==> config.mk <==
export PLATFORM = sky130hd
export DESIGN_NAME = morse_character_keyer
export DESIGN_NICKNAME = d
export VERILOG_FILES = /design/src/rtl/mck_pkg.sv /design/src/rtl/mck_datapath.sv /design/src/rtl/mck_ctrl.sv /design/src/rtl/morse_character_keyer.sv
export SDC_FILE = /design/constraint.sdc
export NUM_CORES = 1
export LEC_CHECK = 0
export ABC_AREA = 1
export BUFFER_PORTS_ARGS = -buffer_cell sky130_fd_sc_hd__buf_4
export CORE_ASPECT_RATIO = 1.5
export CORE_UTILIZATION = 58
export CTS_CLUSTER_SIZE = 10
export DETAILED_ROUTE_END_ITERATION = 12
export HOLD_SLACK_MARGIN = 0.02
export PLACE_DENSITY = 0.88
export SYNTH_ARGS = -nofsm -noshare
export SYNTH_HDL_FRONTEND = slang
export SYNTH_HIERARCHICAL = 1
export SYNTH_SLANG_ARGS = --single-unit
export TNS_END_PERCENT = 5
==> constraint.sdc <==
create_clock -name clk -period 3.5 [get_ports clk]
set_input_delay 0.35 -clock clk [delete_from_list [all_inputs] [get_ports clk]]
set_output_delay 0.35 -clock clk [all_outputs]
set_load 0.05 [all_outputs]
==> src/rtl/mck_pkg.sv <==
// Shared types, constants and character lookup for the Morse keyer.
// Used by the controller, the datapath, the top level and the checker.
// Depends on nothing.
package mck_pkg;

    localparam int CHAR_W  = 8;
    localparam int BEAT_W  = 16;
    localparam int DUR_W   = 19;
    localparam int CODE_W  = 6;
    localparam int PAT_W   = 5;
    localparam int CNT_W   = 3;
    localparam int TDATA_W = 24;

    localparam logic [BEAT_W-1:0] BEAT_RESET = 16'd1000;

    localparam logic [CHAR_W-1:0] SPACE_CODE = 8'h20;
    localparam logic [CHAR_W-1:0] CHAR_LA    = 8'h61;
    localparam logic [CHAR_W-1:0] CHAR_LZ    = 8'h7A;
    localparam logic [CHAR_W-1:0] CHAR_UA    = 8'h41;
    localparam logic [CHAR_W-1:0] CHAR_UZ    = 8'h5A;
    localparam logic [CHAR_W-1:0] CHAR_D0    = 8'h30;
    localparam logic [CHAR_W-1:0] CHAR_D9    = 8'h39;

    // Leading one marks the start, then one bit per element, MSB first, 1 = dash.
    localparam logic [CODE_W-1:0] LETTER_CODE [26] = '{
        6'd5,  6'd24, 6'd26, 6'd12, 6'd2,  6'd18, 6'd14, 6'd16, 6'd4,
        6'd23, 6'd13, 6'd20, 6'd7,  6'd6,  6'd15, 6'd22, 6'd29, 6'd10,
        6'd8,  6'd3,  6'd9,  6'd17, 6'd11, 6'd25, 6'd27, 6'd28
    };
    localparam logic [CODE_W-1:0] DIGIT_CODE [10] = '{
        6'd63, 6'd47, 6'd39, 6'd35, 6'd33, 6'd32, 6'd48, 6'd56, 6'd60, 6'd62
    };

    typedef enum logic [1:0] {
        BEATS_1 = 2'd0,
        BEATS_2 = 2'd1,
        BEATS_3 = 2'd2,
        BEATS_6 = 2'd3
    } beats_t;

    typedef struct packed {
        logic   load;
        logic   emit;
        logic   advance;
        logic   tone;
        beats_t beats;
        logic   last;
    } dp_cmd_t;

    typedef struct packed {
        logic space;
        logic mapped;
        logic dash;
        logic cnt_last;
        logic slot_free;
    } dp_status_t;

    // Pattern code of a character, zero when the character has none.
    function automatic logic [CODE_W-1:0] char_pattern(input logic [CHAR_W-1:0] c);
        logic [CHAR_W-1:0] diff_l;
        logic [CHAR_W-1:0] diff_u;
        logic [CHAR_W-1:0] diff_d;
        logic [CODE_W-1:0] code;
        diff_l = c - CHAR_LA;
        diff_u = c - CHAR_UA;
        diff_d = c - CHAR_D0;
        code   = '0;
        if (c >= CHAR_LA && c <= CHAR_LZ)
            code = LETTER_CODE[diff_l[4:0]];
        else if (c >= CHAR_UA && c <= CHAR_UZ)
            code = LETTER_CODE[diff_u[4:0]];
        else if (c >= CHAR_D0 && c <= CHAR_D9)
            code = DIGIT_CODE[diff_d[3:0]];
        return code;
    endfunction

    // Number of elements: position of the start marker.
    function automatic logic [CNT_W-1:0] pattern_len(input logic [CODE_W-1:0] code);
        logic [CNT_W-1:0] len;
        len = '0;
        for (int b = 1; b <= PAT_W; b++)
        begin
            if (code[b])
                len = CNT_W'(b);
        end
        return len;
    endfunction

endpackage

==> src/rtl/mck_datapath.sv <==
// Datapath of the Morse keyer: beat register, element shifter, element
// counter and the output segment register. Depends on mck_pkg.
module mck_datapath
(
    input  logic                          clk,
    input  logic                          rst_n,
    input  logic                          cfg_valid,
    input  logic [mck_pkg::BEAT_W-1:0]    cfg_data,
    input  logic [mck_pkg::CHAR_W-1:0]    char_code,
    input  logic                          m_tready,
    input  mck_pkg::dp_cmd_t              cmd,
    output mck_pkg::dp_status_t           status,
    output logic                          m_tvalid,
    output logic                          tone_on,
    output logic [mck_pkg::DUR_W-1:0]     duration_ticks,
    output logic                          last_segment
);

    logic [mck_pkg::BEAT_W-1:0] beat_reg;
    logic [mck_pkg::PAT_W-1:0]  pat_reg,  pat_next;
    logic [mck_pkg::CNT_W-1:0]  cnt_reg,  cnt_next;
    logic                       valid_reg, valid_next;
    logic                       tone_reg;
    logic [mck_pkg::DUR_W-1:0]  dur_reg,  dur_next;
    logic                       last_reg;

    logic [mck_pkg::CODE_W-1:0] in_code;
    logic [mck_pkg::CNT_W-1:0]  in_len;
    logic [mck_pkg::DUR_W-1:0]  beat_x1;
    logic [mck_pkg::DUR_W-1:0]  beat_x2;
    logic [mck_pkg::DUR_W-1:0]  beat_x3;

    assign in_code = mck_pkg::char_pattern(char_code);
    assign in_len  = mck_pkg::pattern_len(in_code);

    assign status.space     = (char_code == mck_pkg::SPACE_CODE);
    assign status.mapped    = (in_code != '0);
    assign status.dash      = pat_reg[mck_pkg::PAT_W-1];
    assign status.cnt_last  = (cnt_reg == mck_pkg::CNT_W'(1));
    assign status.slot_free = !valid_reg || m_tready;

    assign beat_x1 = mck_pkg::DUR_W'(beat_reg);
    assign beat_x2 = beat_x1 << 1;
    assign beat_x3 = beat_x1 + beat_x2;

    always_comb
    begin
        unique case (cmd.beats)
            mck_pkg::BEATS_1: dur_next = beat_x1;
            mck_pkg::BEATS_2: dur_next = beat_x2;
            mck_pkg::BEATS_3: dur_next = beat_x3;
            mck_pkg::BEATS_6: dur_next = beat_x3 << 1;
            default:          dur_next = beat_x1;
        endcase
    end

    always_comb
    begin
        pat_next = pat_reg;
        cnt_next = cnt_reg;
        priority if (cmd.load)
        begin
            // left-align the elements so the next one is always in the MSB
            pat_next = mck_pkg::PAT_W'(in_code[mck_pkg::PAT_W-1:0]
                                       << (mck_pkg::CNT_W'(mck_pkg::PAT_W) - in_len));
            cnt_next = in_len;
        end
        else if (cmd.advance)
        begin
            pat_next = pat_reg << 1;
            cnt_next = cnt_reg - mck_pkg::CNT_W'(1);
        end
        else
        begin
            pat_next = pat_reg;
            cnt_next = cnt_reg;
        end
    end

    always_comb
    begin
        valid_next = valid_reg;
        priority if (cmd.emit)
            valid_next = 1'b1;
        else if (m_tready)
            valid_next = 1'b0;
        else
            valid_next = valid_reg;
    end

    always_ff @(posedge clk or negedge rst_n)
    begin
        if (!rst_n)
        begin
            beat_reg  <= mck_pkg::BEAT_RESET;
            pat_reg   <= '0;
            cnt_reg   <= '0;
            valid_reg <= 1'b0;
        end
        else
        begin
            if (cfg_valid)
                beat_reg <= cfg_data;
            pat_reg   <= pat_next;
            cnt_reg   <= cnt_next;
            valid_reg <= valid_next;
        end
    end

    always_ff @(posedge clk)
    begin
        if (cmd.emit)
        begin
            tone_reg <= cmd.tone;
            dur_reg  <= dur_next;
            last_reg <= cmd.last;
        end
    end

    assign m_tvalid       = valid_reg;
    assign tone_on        = tone_reg;
    assign duration_ticks = dur_reg;
    assign last_segment   = last_reg;

endmodule

==> src/rtl/mck_ctrl.sv <==
// Controller of the Morse keyer: walks one character through its element
// and gap segments. Depends on mck_pkg; drives mck_datapath by commands.
module mck_ctrl
(
    input  logic                clk,
    input  logic                rst_n,
    input  logic                s_tvalid,
    output logic                s_tready,
    input  mck_pkg::dp_status_t status,
    output mck_pkg::dp_cmd_t    cmd
);

    typedef enum logic [4:0] {
        S_IDLE  = 5'b00001,
        S_ON    = 5'b00010,
        S_OFF   = 5'b00100,
        S_GAP   = 5'b01000,
        S_SPACE = 5'b10000
    } state_t;

    state_t state_reg, state_next;

    assign s_tready = (state_reg == S_IDLE);

    always_comb
    begin
        state_next  = state_reg;
        cmd         = '0;
        cmd.beats   = mck_pkg::BEATS_1;
        unique case (state_reg)
            S_IDLE:
            begin
                if (s_tvalid)
                begin
                    cmd.load = 1'b1;
                    // drop an unmapped character: stay idle
                    priority if (status.space)
                        state_next = S_SPACE;
                    else if (status.mapped)
                        state_next = S_ON;
                    else
                        state_next = S_IDLE;
                end
            end
            S_ON:
            begin
                if (status.slot_free)
                begin
                    cmd.emit   = 1'b1;
                    cmd.tone   = 1'b1;
                    cmd.beats  = status.dash ? mck_pkg::BEATS_3 : mck_pkg::BEATS_1;
                    state_next = S_OFF;
                end
            end
            S_OFF:
            begin
                if (status.slot_free)
                begin
                    cmd.emit    = 1'b1;
                    cmd.advance = 1'b1;
                    state_next  = status.cnt_last ? S_GAP : S_ON;
                end
            end
            S_GAP:
            begin
                if (status.slot_free)
                begin
                    cmd.emit   = 1'b1;
                    cmd.beats  = mck_pkg::BEATS_2;
                    cmd.last   = 1'b1;
                    state_next = S_IDLE;
                end
            end
            S_SPACE:
            begin
                if (status.slot_free)
                begin
                    cmd.emit   = 1'b1;
                    cmd.beats  = mck_pkg::BEATS_6;
                    cmd.last   = 1'b1;
                    state_next = S_IDLE;
                end
            end
            default:
                state_next = S_IDLE;
        endcase
    end

    always_ff @(posedge clk or negedge rst_n)
    begin
        if (!rst_n)
            state_reg <= S_IDLE;
        else
            state_reg <= state_next;
    end

endmodule

==> src/rtl/morse_character_keyer.sv <==
// Morse character keyer, top level: wires the controller to the datapath.
// Depends on mck_pkg, mck_ctrl and mck_datapath.
//
// One ASCII character is accepted per input transaction and becomes a run of
// key segments on the output stream, one segment per output transaction; the
// last segment of a character carries tlast. A character yields 2 * elements
// plus 1 segments: 11 for a five-element digit, 1 for a space and none for an
// unmapped code. The controller issues one segment per cycle into a single
// output register while that register is free, so output backpressure holds
// it back. The next character is taken only once the last segment of the
// current one sits in the output register. beat_ticks resets to 1000 and is
// written through the cfg channel, which is always ready.
module morse_character_keyer
(
    input  logic                          clk,
    input  logic                          rst_n,
    input  logic                          cfg_valid,
    output logic                          cfg_ready,
    input  logic [mck_pkg::BEAT_W-1:0]    cfg_data,      // beat_ticks
    input  logic                          s_axis_tvalid,
    output logic                          s_axis_tready,
    input  logic [mck_pkg::CHAR_W-1:0]    s_axis_tdata,  // [7:0] char_code
    output logic                          m_axis_tvalid,
    input  logic                          m_axis_tready,
    output logic [mck_pkg::TDATA_W-1:0]   m_axis_tdata,  // [18:0] duration_ticks, rest zero
    output logic                          m_axis_tuser,  // [0] tone_on
    output logic                          m_axis_tlast
);

    mck_pkg::dp_cmd_t           cmd;
    mck_pkg::dp_status_t        status;
    logic [mck_pkg::DUR_W-1:0]  duration_ticks;

    assign cfg_ready = 1'b1;

    mck_ctrl u_ctrl
    (
        .clk      (clk),
        .rst_n    (rst_n),
        .s_tvalid (s_axis_tvalid),
        .s_tready (s_axis_tready),
        .status   (status),
        .cmd      (cmd)
    );

    mck_datapath u_datapath
    (
        .clk            (clk),
        .rst_n          (rst_n),
        .cfg_valid      (cfg_valid),
        .cfg_data       (cfg_data),
        .char_code      (s_axis_tdata),
        .m_tready       (m_axis_tready),
        .cmd            (cmd),
        .status         (status),
        .m_tvalid       (m_axis_tvalid),
        .tone_on        (m_axis_tuser),
        .duration_ticks (duration_ticks),
        .last_segment   (m_axis_tlast)
    );

    assign m_axis_tdata = {{(mck_pkg::TDATA_W - mck_pkg::DUR_W){1'b0}}, duration_ticks};

endmodule

==> results.md <==
- Setup TNS Final: 0 ns
- Post-synthesis sequential element count: 51
- Drt wl/cell: approximately 15 um
- Post-Syn Area: a little under 0.004 mm2
- Clk buf depth: 2
- Flop pwr share: between 30% and 40%
- DR pass1 iterations: 7
- Mean Syn Cell Area: about 7.7 um2
- Die area: a little over 0.007 mm2
- Final setup vio count: 0
- Leakage power total: between 0.002 and 0.0025 uW
- Post-layout min period: approximately 2.6 ns
- Data required, critical path: approximately 3.6 ns
- Post-synthesis sequential area ratio: between 30 and 40%
- GRT Total Usage: about 29%
- Number of nets in the layout: about 600
- Worst VDD drop: around 330 uV
- Pre-CTS WS: 0.924 ns
- Most common cell on crit path: nand2_1
- Initial antenna violation count: 0
- Pwr Density: 541 mW/mm2
- Fmax: 0.383 GHz
- Crit share post-route: 74.6%
- RSZ-0062 raised after global routing: false
- CTS Hold Buffers Added: 1
- Combinational Power Share: about half
- Sequential cell area: 0.00139 mm2
- Root buffer cell: clkbuf_8
- Slew headroom: 57.2%
- Port Buffer Count: 51
- Multi-input gate area: about 0.0022 mm2
- IO Count: slightly below 60
- CTS tree: done
- Antenna-violating nets left: 0
- Layout cells sized above 1: approximately 24%
- # Max-Cap Violations: 0
- CTS-repair resized insts: 0
- Reported net switching power: 1070 uW
- Vias in the first global route: about 3600
- Critical path startpoint category: register
- Hold Crit Start: cfg_data[14]
- ANT cells: 0
- DP Wirelength: around 7200 um
- Initial Util: around three fifths
- Cells on worst reg2reg path: 14
- Reg-to-Reg End: u_datapath/duration_ticks[17]
- Rows: 36
- Chip Width: roughly 69 um
- H-tree depth: 2
- Netlist cell types: 48
- Routability cong.: 0.963
- Grt ovf: 0
- Hold Crit Endpoint: u_datapath/beat_reg[14]
- Largest net degree at the start of global routing: 31
- Status: finished, final reports clean
- Final WS setup: slightly below 0.9 ns
- First-pass GRT wire length: around 16000 um
- # Post-CTS Setup Buffers: 0
- CTS buffer count: 5
- Residual DRC: 0
- Number of flip-flops in the largest register: 19
- Initial detailed-routing violation count: between 200 and 300
- Skew final: between 0.007 and 0.008 ns
- Slowest-stage cell, CP: dfrtp_1
- Area Growth Syn to Fin: 12.8%
- CP Cell Sequence: ha_1, fa_1, a21oi_1, o21bai_1, nand2_1, nand2_1, nand2_1, nand2_1, o21ai_0, o21ai_1, nand3_1, nand2_1, a21oi_1, o21ai_1
- Worst stage delay on the critical path: about 0.45 ns
- WS Path Type: reg2reg
- Pint: ~1300 uW
- Crit-path max FO: 5
- Clock-pin slew on the worst setup and hold paths: 0.09 ns
- Reg2Reg Setup Slack: about 0.89 ns
- Number of filler cells placed in the layout: between 500 and 600
- Clock latency on the worst-skew pair: 0.32 ns
- Start of the worst register-to-register path: u_datapath/beat_reg[1]
- Measured slew at the worst slew-check pin: between 0.6 and 0.7 ns
- Vias: ~3600
- Synth Warn #: 6
- Final WL: roughly 9000 um
- Sw Ratio: between 40% and 50%
- # clock sinks: a little over 50
- Worst EP arrival: between 2 and 3 ns
- Clk pwr share: 14.0%
- Cells after synthesis: between 500 and 600
- Hold path depth: 3
- Setup crit end kind: register
- Hold Vio Cnt, Final: 0
- Hold crit path type: in2reg
- Final slew viol count: 0
- Avg Vias per Cell: 5.77
- Core Footprint: 0.00649 mm2
- Die Height: ~100 um
[cell families (layout without fill, tap and decap cells)]
group | count (synthesis) | count (layout) | share of synthesized area [%]
simple gates | 248 | 248 | 31.2
compound gates | 93 | 93 | 13.9
buf+inv | 78 | 124 | 9.09
flops | 51 | 51 | 35.7
fa+ha+maj | 19 | 19 | 6.29
xor+xnor | 11 | 11 | 2.47
mux | 4 | 4 | 1.16
other cells | 2 | 6 | 0.193
[layout by cell type, fill, tap and decap left out, types with 4 or more instances in the layout]
cell type  instances
a21oi_1           28
a21oi_2            5
buf_4             55
clkbuf_8           5
conb_1             6
dfrtp_1           23
dfstp_2            7
edfxtp_1          21
ha_1              18
inv_1             48
inv_2             10
mux2_2             4
nand2_1          115
nand2_2           13
nand2_4            4
nand3_1           45
nand3_2            6
nand4_1            8
nor2_1            34
nor2_2             9
nor3_1             4
o21ai_0           41
o21ai_1            4
xor2_1             8
[power groups by stage]
stage	logic [uW]	clock network, uW	registers, uW
finish	1170	333	880
global route	1280	364	899
CTS	1160	343	880
detailed placement	1160	0	892
global placement	1120	0	885
floorplan	686	0	1080
[worst max path at each step]
stage,start,to,cells past startpoint
after floorplan,u_datapath/m_tvalid,u_datapath/duration_ticks[0],3
after global placement,u_datapath/beat_reg[1],u_datapath/duration_ticks[17],14
after detailed placement,u_datapath/beat_reg[1],u_datapath/duration_ticks[17],14
after CTS,u_datapath/beat_reg[1],u_datapath/duration_ticks[17],14
after global routing,u_datapath/beat_reg[1],u_datapath/duration_ticks[15],15
final,u_datapath/beat_reg[1],u_datapath/duration_ticks[17],14
[per-stage QoR]
stage          total power (uW)  instances  util [%]  cell area [um2]  hold WS, ns
2_1_floorplan              1760        510         -             3910       0.0544
3_3_place_gp               2000        623      66.3             4300        0.307
3_5_place_dp               2050        623      66.3             4300        0.317
4_1_cts                    2380        632      67.8             4400        0.231
5_1_grt                    2540        632      67.8             4400        0.238
6_report                   2380        632      67.8             4400        0.235
[per-layer routing]
| metal | up-vias | GRT usage (%) | part of all wire, % |
|---|---|---|---|
| li1 | 1769 | - | - |
| met5 | - | 0 | 0 |
| met2 | 138 | 53.5 | 55 |
| met3 | 49 | 6.58 | 4.9 |
| met1 | 1693 | 28.5 | 35 |
| met4 | 0 | 17.9 | 5.1 |
[cells in the mapped netlist, drive strengths merged]
master,number,area (um2)
nand2,133,578
inv,59,224
nand3,51,285
nor2,47,246
o21ai,47,250
a21oi,34,200
dfrtp,23,576
edfxtp,21,631
ha,18,225
buf,12,103
nand4,8,50.1
xor2,8,70.1
dfstp,7,184
clkbuf,6,22.5
nor3,5,30.0
mux2,4,45.0
o21bai,3,22.5
xnor2,3,26.3
a31oi,2,12.5
conb,2,7.51
o2111ai,2,17.5
or2,2,12.5
clkinv,1,5.00
fa,1,20.0
nand3b,1,7.51
nor4,1,6.26
o21a,1,7.51
o221ai,1,8.76
o22ai,1,6.26
o311ai,1,8.76
o31ai,1,7.51
[worst max-delay path: cells and delay by family (launching register included)]
kind,cells,cell delay [ns]
adder cells (fa/ha/maj),2,0.65
AND/OR/NAND/NOR,6,0.45
flip-flops,1,0.45
AO/OA/AOI/OAI,6,0.82
[cell type report]
class	instances	area share, %
tap	76	2.16
multi-input combinational	381	49.4
inverter	60	5.21
sequential	51	31.6
timing repair buffer	56	9.62
clock buffer	6	1.65
clock inverter	2	0.285
Note: power is estimated with default switching activity, not from simulation.
